File: src/hdl/mss_pkg.sv
// Shared types, constants and helpers for the motor step test sequencer.
`timescale 1ns / 1ps

package mss_pkg;

  // Widths of the configuration fields and of the datapath values
  localparam int CNT_W    = 16;
  localparam int STEP_W   = 3;
  localparam int FSP_W    = 17;
  localparam int VOLT_W   = 8;
  localparam int STEPS_W  = 48;
  localparam int POS_W    = 32;
  localparam int CMP_W    = 16;
  localparam int KIND_W   = 2;
  localparam int CFG_IDX_W = 3;
  localparam int CFG_DAT_W = 48;
  localparam int IN_DATA_W  = 16;
  localparam int OUT_DATA_W = 64;
  // dividend of the compare division: full_scale_period * voltage
  localparam int DIV_W    = FSP_W + VOLT_W;

  // Register indexes of the configuration port
  localparam logic [CFG_IDX_W-1:0] REG_SAMPLES   = 3'd0;
  localparam logic [CFG_IDX_W-1:0] REG_STOP      = 3'd1;
  localparam logic [CFG_IDX_W-1:0] REG_CURVES    = 3'd2;
  localparam logic [CFG_IDX_W-1:0] REG_CPR       = 3'd3;
  localparam logic [CFG_IDX_W-1:0] REG_LAP       = 3'd4;
  localparam logic [CFG_IDX_W-1:0] REG_FULLSCALE = 3'd5;
  localparam logic [CFG_IDX_W-1:0] REG_MAXV      = 3'd6;
  localparam logic [CFG_IDX_W-1:0] REG_VSTEPS    = 3'd7;

  // Reset values of the registers
  localparam logic [CNT_W-1:0]   SAMPLES_RST   = 16'd1000;
  localparam logic [CNT_W-1:0]   STOP_RST      = 16'd500;
  localparam logic [STEP_W-1:0]  CURVES_RST    = 3'd6;
  localparam logic [CNT_W-1:0]   CPR_RST       = 16'd4096;
  localparam logic [CNT_W-1:0]   LAP_RST       = 16'd2048;
  localparam logic [FSP_W-1:0]   FULLSCALE_RST = 17'd2100;
  localparam logic [VOLT_W-1:0]  MAXV_RST      = 8'd12;
  localparam logic [STEPS_W-1:0] VSTEPS_RST    = 48'h0C0806040201;

  // Result kinds
  localparam logic [KIND_W-1:0] KIND_POSITION = 2'd0;
  localparam logic [KIND_W-1:0] KIND_STEP     = 2'd1;
  localparam logic [KIND_W-1:0] KIND_FINISHED = 2'd2;

  typedef struct packed {
    logic [CNT_W-1:0]   samples_per_curve;
    logic [CNT_W-1:0]   stop_sample;
    logic [STEP_W-1:0]  curve_count;
    logic [CNT_W-1:0]   counts_per_rev;
    logic [CNT_W-1:0]   lap_threshold;
    logic [FSP_W-1:0]   full_scale_period;
    logic [VOLT_W-1:0]  full_scale_volt;
    logic [STEPS_W-1:0] voltage_steps;
  } cfg_t;

  // Controller to datapath
  typedef struct packed {
    logic load_enc;     // latch the tick's encoder count
    logic sample;       // count sample, lap check, stop-sample check
    logic pos_mul;      // turns times counts per revolution
    logic emit_sample;  // load a position word into the output register
    logic step_setup;   // pick voltage, voltage product, restart counters
    logic div_start;    // launch the compare division
    logic cmp_finish;   // scale and clamp the quotient into the compare
    logic emit_step;    // load a new-step word
    logic emit_done;    // load the finished word
  } cmd_t;

  // Datapath to controller
  typedef struct packed {
    logic sample_pending; // sample counter below samples_per_curve
    logic step_avail;     // another table voltage is left to run
    logic div_done;
    logic out_free;       // output register can take a word this cycle
  } stat_t;

  // Byte of the voltage table at a step index; indexes past the table read 0
  function automatic logic [VOLT_W-1:0] step_volt(input logic [STEPS_W-1:0] tbl,
                                                  input logic [STEP_W-1:0] idx);
    logic [VOLT_W-1:0] v;
    v = '0;
    case (idx)
      3'd0: v = tbl[7:0];
      3'd1: v = tbl[15:8];
      3'd2: v = tbl[23:16];
      3'd3: v = tbl[31:24];
      3'd4: v = tbl[39:32];
      3'd5: v = tbl[47:40];
      default: v = '0;
    endcase
    return v;
  endfunction

endpackage

File: src/hdl/mss_div.sv
// Restoring divider, one quotient bit per cycle, for the PWM compare value.
`timescale 1ns / 1ps

module mss_div (
  input  logic                             clk,
  input  logic                             rst,
  input  logic                             start,
  input  logic [mss_pkg::DIV_W-1:0]        dividend,
  input  logic [mss_pkg::VOLT_W-1:0]       divisor,
  output logic                             done,
  output logic [mss_pkg::DIV_W-1:0]        quotient
);

  localparam int ITER_W = $clog2(mss_pkg::DIV_W);
  localparam logic [ITER_W-1:0] LAST_ITER = ITER_W'(mss_pkg::DIV_W - 1);

  logic                          busy;
  logic [ITER_W-1:0]             iter;
  logic [mss_pkg::VOLT_W-1:0]    rem;
  logic [mss_pkg::DIV_W-1:0]     quo;

  logic [mss_pkg::VOLT_W:0]      trial;
  logic [mss_pkg::VOLT_W:0]      diff;
  logic                          fits;

  assign trial = {rem, quo[mss_pkg::DIV_W-1]};
  assign diff  = trial - {1'b0, divisor};
  assign fits  = trial >= {1'b0, divisor};

  always_ff @(posedge clk) begin
    if (rst) begin
      busy <= 1'b0;
      iter <= '0;
      done <= 1'b0;
    end else begin
      done <= 1'b0;
      if (start) begin
        busy <= 1'b1;
        iter <= '0;
      end else if (busy) begin
        iter <= iter + 1'b1;
        if (iter == LAST_ITER) begin
          busy <= 1'b0;
          done <= 1'b1;
        end
      end
    end
  end

  // remainder and quotient shift register
  always_ff @(posedge clk) begin
    if (start) begin
      rem <= '0;
      quo <= dividend;
    end else if (busy) begin
      rem <= fits ? diff[mss_pkg::VOLT_W-1:0] : trial[mss_pkg::VOLT_W-1:0];
      quo <= {quo[mss_pkg::DIV_W-2:0], fits};
    end
  end

  assign quotient = quo;

endmodule

File: src/hdl/mss_datapath.sv
// Datapath: sample and lap counters, position multiply, compare scaling, output register.
`timescale 1ns / 1ps

module mss_datapath #(
  parameter int STEP_SLOTS = 6
) (
  input  logic                               clk,
  input  logic                               rst,
  input  mss_pkg::cfg_t                      cfg,
  input  mss_pkg::cmd_t                      cmd,
  output mss_pkg::stat_t                     stat,
  input  logic [mss_pkg::CNT_W-1:0]          enc_in,
  output logic                               out_valid,
  input  logic                               out_ready,
  output logic [mss_pkg::KIND_W-1:0]         out_kind,
  output logic [mss_pkg::POS_W-1:0]          out_pos,
  output logic [mss_pkg::VOLT_W-1:0]         out_volt,
  output logic [mss_pkg::CMP_W-1:0]          out_cmp,
  output logic                               out_clr,
  output logic                               out_last
);

  localparam logic [mss_pkg::STEP_W-1:0] SLOTS = mss_pkg::STEP_W'(STEP_SLOTS);

  // run state
  logic [mss_pkg::CNT_W-1:0]  sample_counter;
  logic [mss_pkg::STEP_W-1:0] step_index;
  logic [mss_pkg::CNT_W-1:0]  previous_count;
  logic [mss_pkg::CNT_W-1:0]  turn_count;
  logic [mss_pkg::CMP_W-1:0]  compare_value;

  // working registers
  logic [mss_pkg::CNT_W-1:0]  enc;
  logic [mss_pkg::POS_W-1:0]  turn_prod;
  logic [mss_pkg::VOLT_W-1:0] volt;
  logic [mss_pkg::DIV_W-1:0]  volt_prod;

  logic [mss_pkg::CNT_W-1:0]  counter_next;
  logic                       lap;
  logic [mss_pkg::STEP_W-1:0] curves;
  logic                       div_done;
  logic [mss_pkg::DIV_W-1:0]  quotient;
  logic [mss_pkg::DIV_W-1:0]  q_minus;
  logic [mss_pkg::FSP_W-1:0]  ceil_wide;
  logic [mss_pkg::CMP_W-1:0]  ceil_cmp;
  logic [mss_pkg::CMP_W-1:0]  cmp_scaled;
  logic                       out_free;

  assign counter_next = sample_counter + 1'b1;
  assign lap = ({1'b0, enc} + {1'b0, cfg.lap_threshold}) < {1'b0, previous_count};
  assign curves = (cfg.curve_count > SLOTS) ? SLOTS : cfg.curve_count;

  // compare = min(q - 1, full_scale - 1, 0xFFFF), with the zero cases
  assign q_minus   = (quotient == '0) ? '0 : quotient - 1'b1;
  assign ceil_wide = cfg.full_scale_period - 1'b1;
  assign ceil_cmp  = ceil_wide[mss_pkg::FSP_W-1] ? '1 : ceil_wide[mss_pkg::CMP_W-1:0];

  always_comb begin
    if (volt == '0 || cfg.full_scale_period == '0) begin
      cmp_scaled = '0;
    end else if (cfg.full_scale_volt == '0) begin
      cmp_scaled = ceil_cmp;
    end else if (q_minus > {{(mss_pkg::DIV_W-mss_pkg::CMP_W){1'b0}}, ceil_cmp}) begin
      cmp_scaled = ceil_cmp;
    end else begin
      cmp_scaled = q_minus[mss_pkg::CMP_W-1:0];
    end
  end

  mss_div u_div (
    .clk      (clk),
    .rst      (rst),
    .start    (cmd.div_start),
    .dividend (volt_prod),
    .divisor  (cfg.full_scale_volt),
    .done     (div_done),
    .quotient (quotient)
  );

  assign out_free = !out_valid || out_ready;

  assign stat.sample_pending = sample_counter < cfg.samples_per_curve;
  assign stat.step_avail     = step_index < curves;
  assign stat.div_done       = div_done;
  assign stat.out_free       = out_free;

  always_ff @(posedge clk) begin
    if (rst) begin
      sample_counter <= mss_pkg::SAMPLES_RST;
      step_index     <= '0;
      previous_count <= '0;
      turn_count     <= '0;
      compare_value  <= '0;
    end else begin
      if (cmd.sample) begin
        sample_counter <= counter_next;
        previous_count <= enc;
        if (lap) begin
          turn_count <= turn_count + 1'b1;
        end
        if (counter_next == cfg.stop_sample) begin
          compare_value <= '0;
        end
      end
      if (cmd.step_setup) begin
        step_index     <= step_index + 1'b1;
        sample_counter <= '0;
        previous_count <= '0;
        turn_count     <= '0;
      end
      if (cmd.cmp_finish) begin
        compare_value <= cmp_scaled;
      end
    end
  end

  always_ff @(posedge clk) begin
    if (cmd.load_enc) begin
      enc <= enc_in;
    end
    if (cmd.pos_mul) begin
      turn_prod <= cfg.counts_per_rev * turn_count;
    end
    if (cmd.step_setup) begin
      volt      <= mss_pkg::step_volt(cfg.voltage_steps, step_index);
      volt_prod <= cfg.full_scale_period *
                   mss_pkg::step_volt(cfg.voltage_steps, step_index);
    end
  end

  // output register
  always_ff @(posedge clk) begin
    if (rst) begin
      out_valid <= 1'b0;
    end else if (cmd.emit_sample || cmd.emit_step || cmd.emit_done) begin
      out_valid <= 1'b1;
    end else if (out_ready) begin
      out_valid <= 1'b0;
    end
  end

  always_ff @(posedge clk) begin
    if (cmd.emit_sample) begin
      out_kind <= mss_pkg::KIND_POSITION;
      out_pos  <= {{(mss_pkg::POS_W-mss_pkg::CNT_W){1'b0}}, enc} + turn_prod;
      out_volt <= '0;
      out_cmp  <= compare_value;
      out_clr  <= 1'b0;
      // a step change or finish word follows when the curve is complete
      out_last <= sample_counter < cfg.samples_per_curve;
    end else if (cmd.emit_step) begin
      out_kind <= mss_pkg::KIND_STEP;
      out_pos  <= '0;
      out_volt <= volt;
      out_cmp  <= compare_value;
      out_clr  <= 1'b1;
      out_last <= 1'b1;
    end else if (cmd.emit_done) begin
      out_kind <= mss_pkg::KIND_FINISHED;
      out_pos  <= '0;
      out_volt <= '0;
      out_cmp  <= compare_value;
      out_clr  <= 1'b0;
      out_last <= 1'b1;
    end
  end

endmodule

File: src/hdl/mss_ctrl.sv
// Controller state machine: sequences one tick through sample, step start or finish.
`timescale 1ns / 1ps

module mss_ctrl (
  input  logic           clk,
  input  logic           rst,
  input  logic           in_valid,
  output logic           in_ready,
  input  mss_pkg::stat_t stat,
  output mss_pkg::cmd_t  cmd
);

  typedef enum logic [3:0] {
    S_IDLE,
    S_SAMPLE,
    S_MUL,
    S_EMIT_SAMPLE,
    S_CHECK,
    S_STEP_SETUP,
    S_DIV_GO,
    S_DIV_WAIT,
    S_FINISH,
    S_EMIT_STEP,
    S_EMIT_DONE
  } state_t;

  state_t state;
  logic   done_flag;
  logic   accept;

  assign in_ready = (state == S_IDLE);
  assign accept   = in_valid && in_ready;

  always_comb begin
    cmd = '0;
    unique case (state)
      S_IDLE:        cmd.load_enc    = accept && !done_flag;
      S_SAMPLE:      cmd.sample      = 1'b1;
      S_MUL:         cmd.pos_mul     = 1'b1;
      S_EMIT_SAMPLE: cmd.emit_sample = stat.out_free;
      S_CHECK:       ;
      S_STEP_SETUP:  cmd.step_setup  = 1'b1;
      S_DIV_GO:      cmd.div_start   = 1'b1;
      S_DIV_WAIT:    ;
      S_FINISH:      cmd.cmp_finish  = 1'b1;
      S_EMIT_STEP:   cmd.emit_step   = stat.out_free;
      S_EMIT_DONE:   cmd.emit_done   = stat.out_free;
      default:       ;
    endcase
  end

  always_ff @(posedge clk) begin
    if (rst) begin
      state     <= S_IDLE;
      done_flag <= 1'b0;
    end else begin
      unique case (state)
        S_IDLE: begin
          // after the finish word ticks are taken and dropped
          if (accept && !done_flag) begin
            state <= stat.sample_pending ? S_SAMPLE : S_CHECK;
          end
        end
        S_SAMPLE:      state <= S_MUL;
        S_MUL:         state <= S_EMIT_SAMPLE;
        S_EMIT_SAMPLE: begin
          if (stat.out_free) begin
            state <= S_CHECK;
          end
        end
        S_CHECK: begin
          if (stat.sample_pending) begin
            state <= S_IDLE;
          end else if (stat.step_avail) begin
            state <= S_STEP_SETUP;
          end else begin
            state <= S_EMIT_DONE;
          end
        end
        S_STEP_SETUP:  state <= S_DIV_GO;
        S_DIV_GO:      state <= S_DIV_WAIT;
        S_DIV_WAIT: begin
          if (stat.div_done) begin
            state <= S_FINISH;
          end
        end
        S_FINISH:      state <= S_EMIT_STEP;
        S_EMIT_STEP: begin
          if (stat.out_free) begin
            state <= S_IDLE;
          end
        end
        S_EMIT_DONE: begin
          if (stat.out_free) begin
            state     <= S_IDLE;
            done_flag <= 1'b1;
          end
        end
        default:       state <= S_IDLE;
      endcase
    end
  end

endmodule

File: src/hdl/motor_step_test_sequencer.sv
// Top level of the motor step-response test sequencer: register file and unit wiring.
`timescale 1ns / 1ps

// Step-response test sequencer. Each word on the s_ side is one millisecond
// tick with the raw encoder count. While a curve runs every tick gives a
// position word (encoder plus turns times counts_per_rev; a drop of more
// than lap_threshold counts one turn) and the drive compare drops to zero
// at stop_sample. When a curve is complete the next table voltage starts:
// a step word carries the voltage, the new PWM compare
// (full_scale_period * v / full_scale_volt - 1, clamped) and the encoder clear
// request. After curve_count curves (at most STEP_SLOTS) one finished word
// is sent and later ticks are taken without effect until reset.
// A tick gives up to two words; tlast marks the final one of a tick.
// Timing: one tick is taken at a time. A sample runs S_SAMPLE, S_MUL,
// S_EMIT_SAMPLE and S_CHECK; a step start runs S_STEP_SETUP, S_DIV_GO,
// S_DIV_WAIT, S_FINISH and S_EMIT_STEP, its cost set by the
// one-bit-per-cycle compare divider (25 iterations). The finished word
// goes out from S_EMIT_DONE. Words wait in a single output register; a
// word held there by m_tready low while the next one is ready stalls the
// controller. The user must write configuration through cfg_* (always
// ready) only while the block is idle; the block does not enforce it.

module motor_step_test_sequencer #(
  parameter int STEP_SLOTS = 6   // voltage table slots used, 1 to 6
) (
  input  logic                                clk,
  input  logic                                rst,
  // tick input
  input  logic                                s_tvalid,
  output logic                                s_tready,
  input  logic [mss_pkg::IN_DATA_W-1:0]       s_tdata,   // [15:0] encoder_count
  // result output
  output logic                                m_tvalid,
  input  logic                                m_tready,
  output logic [mss_pkg::OUT_DATA_W-1:0]      m_tdata,   // [31:0] position,
                                                         // [39:32] step_voltage,
                                                         // [55:40] drive_compare,
                                                         // [56] clear_encoder, rest 0
  output logic [mss_pkg::KIND_W-1:0]          m_tuser,   // [1:0] kind
  output logic                                m_tlast,   // last word of this tick
  // configuration writes
  input  logic                                cfg_valid,
  output logic                                cfg_ready,
  input  logic [mss_pkg::CFG_IDX_W-1:0]       cfg_index,
  input  logic [mss_pkg::CFG_DAT_W-1:0]       cfg_data
);

  mss_pkg::cfg_t  cfg;
  mss_pkg::cmd_t  cmd;
  mss_pkg::stat_t stat;

  logic [mss_pkg::POS_W-1:0]  out_pos;
  logic [mss_pkg::VOLT_W-1:0] out_volt;
  logic [mss_pkg::CMP_W-1:0]  out_cmp;
  logic                       out_clr;

  // configuration register file, always ready
  assign cfg_ready = 1'b1;

  always_ff @(posedge clk) begin
    if (rst) begin
      cfg.samples_per_curve <= mss_pkg::SAMPLES_RST;
      cfg.stop_sample       <= mss_pkg::STOP_RST;
      cfg.curve_count       <= mss_pkg::CURVES_RST;
      cfg.counts_per_rev    <= mss_pkg::CPR_RST;
      cfg.lap_threshold     <= mss_pkg::LAP_RST;
      cfg.full_scale_period <= mss_pkg::FULLSCALE_RST;
      cfg.full_scale_volt   <= mss_pkg::MAXV_RST;
      cfg.voltage_steps     <= mss_pkg::VSTEPS_RST;
    end else if (cfg_valid && cfg_ready) begin
      unique case (cfg_index)
        mss_pkg::REG_SAMPLES:   cfg.samples_per_curve <= cfg_data[mss_pkg::CNT_W-1:0];
        mss_pkg::REG_STOP:      cfg.stop_sample       <= cfg_data[mss_pkg::CNT_W-1:0];
        mss_pkg::REG_CURVES:    cfg.curve_count       <= cfg_data[mss_pkg::STEP_W-1:0];
        mss_pkg::REG_CPR:       cfg.counts_per_rev    <= cfg_data[mss_pkg::CNT_W-1:0];
        mss_pkg::REG_LAP:       cfg.lap_threshold     <= cfg_data[mss_pkg::CNT_W-1:0];
        mss_pkg::REG_FULLSCALE: cfg.full_scale_period <= cfg_data[mss_pkg::FSP_W-1:0];
        mss_pkg::REG_MAXV:      cfg.full_scale_volt   <= cfg_data[mss_pkg::VOLT_W-1:0];
        mss_pkg::REG_VSTEPS:    cfg.voltage_steps     <= cfg_data[mss_pkg::STEPS_W-1:0];
        default:                ;
      endcase
    end
  end

  mss_ctrl u_ctrl (
    .clk      (clk),
    .rst      (rst),
    .in_valid (s_tvalid),
    .in_ready (s_tready),
    .stat     (stat),
    .cmd      (cmd)
  );

  mss_datapath #(
    .STEP_SLOTS (STEP_SLOTS)
  ) u_dp (
    .clk       (clk),
    .rst       (rst),
    .cfg       (cfg),
    .cmd       (cmd),
    .stat      (stat),
    .enc_in    (s_tdata[mss_pkg::CNT_W-1:0]),
    .out_valid (m_tvalid),
    .out_ready (m_tready),
    .out_kind  (m_tuser),
    .out_pos   (out_pos),
    .out_volt  (out_volt),
    .out_cmp   (out_cmp),
    .out_clr   (out_clr),
    .out_last  (m_tlast)
  );

  // pack the result word, padded to whole bytes
  assign m_tdata = {7'b0, out_clr, out_cmp, out_volt, out_pos};

endmodule

File: config.mk
export PLATFORM = sky130hd
export DESIGN_NAME = motor_step_test_sequencer
export DESIGN_NICKNAME = d
export VERILOG_FILES = /design/src/hdl/mss_pkg.sv /design/src/hdl/mss_div.sv /design/src/hdl/mss_datapath.sv /design/src/hdl/mss_ctrl.sv /design/src/hdl/motor_step_test_sequencer.sv
export SDC_FILE = /design/constraint.sdc
export NUM_CORES = 2
export LEC_CHECK = 0
export ABC_AREA = 0
export BUFFER_PORTS_ARGS = -buffer_cell sky130_fd_sc_hd__clkbuf_2
export CORE_AREA = 2 2 285 287
export CTS_CLUSTER_DIAMETER = 200
export DETAILED_ROUTE_END_ITERATION = 10
export DIE_AREA = 0 0 287 289
export GPL_TIMING_DRIVEN = 0
export PLACE_DENSITY = 0.6
export SYNTH_ARGS = -nofsm -noshare
export SYNTH_HDL_FRONTEND = slang
export SYNTH_SLANG_ARGS = --single-unit
export TNS_END_PERCENT = 10
File: constraint.sdc
create_clock -name clk -period 14.37 [get_ports clk]
set_input_delay 1.437 -clock clk [delete_from_list [all_inputs] [get_ports clk]]
set_output_delay 1.437 -clock clk [all_outputs]
set_load 0.005 [all_outputs]
==> metrics <==
status=finished clean; CP max stage cell=a21oi_1; sequential share of the synthesized area=29.7%; Synth Cell Area=0.0317 sq mm; Critical Path Fanout Max=10; final hold viol count=0; num rows=104; TritonRoute pass-1 iters=6; Clk pwr share=36.5%; measured slew at the worst slew-check pin=1350 ps; Leakage=15.4 nW; RSZ-0062 raised after global routing=false; Die W=287 microns; Port Buffers=128; fin crit share=58.5%; Initial Util=39.7%; CTS tree=yes; Rel. slew slack=9.07%; antenna viol nets, final=0; Critical Path Start Type=flop; number of antenna violations at the first check in global routing=5; CP arrival=8770 ps; Avg WL per Cell=18.0 microns; IO Pins=142; R2R depth=29; peak supply drop=0.0725 mV; ys flop type=dfxtp_1; DRC Markers=0; # setup viols final=0; Setup CP Type=reg -> reg; grt ovf=0; Placed Instance Area=0.0338 sq mm; Critical Path Max Stage Delay=790 ps; Routability Congestion=0.898; layout cells sized above 1=7.24%; Net Sw Power=0.00109 W; setup total negative slack=0 ps; Die Area=0.0829 sq mm; Design Area, Final=0.0354 sq mm; r2r startpoint=u_dp.step_index[2]$_SDFFE_PP0P_; hpwl dp=67.2 mm; count of pins over their slew limit=0; asr flop ratio synth=0%; H-tree depth=2; Vias per Instance=5.18; Sink Count=393; Worst-path clk slew=60 ps; Area Growth Syn to Fin=11.8%; largest net degree at the start of global routing=32; Distinct cells, synth=71; Avg Cell Area, Syn=9.04 sq um; hold wc startpoint=u_dp.compare_value[8]$_SDFFE_PP0P_; worst hold path class=reg -> reg; # fillers=7900; CP dominant cell by count=clkbuf_1; Top Family by Delay on Critical Path=compound AO/OA/AOI/OAI gates; core area=0.0799 sq mm; Clock Tree Buf Depth=3; worst skew pair latency=610 ps; final WL=86.2 mm; Setup Skew=36.6 ps; Worst setup EP type=flop; P_int=0.00233 W; TritonCTS buffer count=45; CTS root buf=clkbuf_16; R2R setup slack=5960 ps; GRT Total Usage=21.2%; Seq pwr share=39.5%; Worst EP required=14720 ps; sw frac=31.9%; Cell Pwr Density=96.4 mW/mm^2; Worst Hold Path EP=u_dp.out_cmp[8]$_DFFE_PP_; yosys warns=0; Post-synth EDFFs=155; Tmin final=8410 ps; post_cts resized=0; Hold Crit Depth=0; fmax=0.119 GHz; Post-Syn Instances=3506; # nets final=4302; synthesized flop and latch total=393; Vias=24818; slack of the critical path=5960 ps; Starting DRT DRC Count=1717; Post-Place Worst Slack=6020 ps; die height=289 microns; first-pass GRT wire length=138 mm; vias in the first global route=24761; reg2reg end=u_dp.volt_prod[23]$_DFFE_PP_; max_cap viols=0; CP Buf/Inv Count=9; Comb pwr share=23.9%; hold buffers post-CTS=0; post-route insts no fill=4793; post-CTS setup buffer count=0; Cells after DPL=4707
## power groups by stage
stage	sequential, W	combinational [W]	clock, W
after global placement	0.00138	0.000783	0
after detailed placement	0.00137	0.000812	0
after CTS	0.00135	0.000816	0.00127
after floorplan	0.00134	0.000588	0
after global routing	0.00136	0.000926	0.00131
final	0.00135	0.000818	0.00125
## cell usage after synthesis (14+ instances only)
cell      count  area (sq um)
a211o_1      16           140
a211oi_1     24           180
a21o_1       50           375
a21oi_1     219          1100
and2_1      250          1560
and3_1       14          87.6
clkbuf_1    140           526
dfxtp_1     238          4760
edfxtp_1    155          4650
fa_1        287          5750
ha_1        249          3120
inv_1       439          1650
mux2_2       28           315
mux2i_1      17           170
nand2_1     509          1910
nand2b_1     28           175
nand3_1      60           300
nand4_1      25           156
nor2_1      210           788
nor2b_1      19           119
nor3_1       49           245
nor4_1       22           138
o211ai_1     14           105
o21a_1       17           128
o21ai_0      62           310
o22ai_1      20           125
xnor2_1     112           981
xor2_1       46           403
## layout by cell type, fill, tap and decap left out, types with 60 or more instances in the layout
cell and instances:
dfxtp_1 238, and2_1 250, a21oi_1 219, fa_1 287
edfxtp_1 155, nand2_1 509, inv_1 438, xnor2_1 112
clkbuf_1 144, nor2_1 208, ha_1 249, clkbuf_2 130
nand3_1 60, o21ai_0 61
## flip-flops by register name, indices dropped and copies added (netlist names), 25 cells and up
name and count:
cfg 140, u_dp.volt_prod 25, u_dp.out_pos 32, u_dp.u_div.quotient 25, u_dp.turn_prod 32
## cells by family after synthesis
| kind of cell | Yosys count | share of synthesized area, % |
|---|---|---|
| buf+inv | 608 | 7.36 |
| fa+ha+maj | 536 | 28.0 |
| mux | 45 | 1.53 |
| other cells | 2 | 0.0237 |
| xor+xnor | 158 | 4.37 |
| flops | 393 | 29.7 |
| simple gates | 1228 | 18.3 |
| compound gates | 536 | 10.8 |
## how the worst max path moves through the flow
stage                                        end  cells after the start  slack (ps)                       startpoint
global route        u_dp.volt_prod[23]$_DFFE_PP_                     29        5510  u_dp.step_index[2]$_SDFFE_PP0P_
CTS                 u_dp.volt_prod[23]$_DFFE_PP_                     28        6020  u_dp.step_index[2]$_SDFFE_PP0P_
finish              u_dp.volt_prod[23]$_DFFE_PP_                     29        5960  u_dp.step_index[2]$_SDFFE_PP0P_
global placement    u_dp.volt_prod[23]$_DFFE_PP_                     28        6020  u_dp.step_index[2]$_SDFFE_PP0P_
detailed placement  u_dp.volt_prod[23]$_DFFE_PP_                     28        6020  u_dp.step_index[2]$_SDFFE_PP0P_
floorplan           u_dp.volt_prod[23]$_DFFE_PP_                     29        7720  u_dp.step_index[2]$_SDFFE_PP0P_
## stage by stage
| step | utilization, % | hold slack, ps | power [W] |
|---|---|---|---|
| 6_report | 44.3 | 429 | 0.00342 |
| 5_1_grt | 44.3 | 439 | 0.00360 |
| 4_1_cts | 44.3 | 430 | 0.00344 |
| 3_5_place_dp | 42.3 | 414 | 0.00219 |
| 3_3_place_gp | 42.2 | 415 | 0.00216 |
| 2_1_floorplan | - | 408 | 0.00193 |
## layout make-up
class	count	area (sq um)	share of cell area [%]
antenna	3	7.51	0.0212
buffer	168	681	1.92
clock buffer	52	1180	3.34
clock inverter	31	407	1.15
inverter	440	1650	4.66
multi-input combinational	2511	20000	56.4
sequential	393	9420	26.6
tap	1060	1330	3.74
timing repair buffer	135	757	2.14
## per-layer routing
layer / global-route usage (%) / part of all wire, % / vias to the layer above
met2: 34.3 / 46 / 680
met3: 3.04 / 6.3 / 117
met5: 0 / 0.015 / -
li1: - / - / 11879
met1: 29.7 / 46 / 12140
met4: 5.74 / 2.5 / 2
Note: power is estimated with default switching activity, not from simulation.
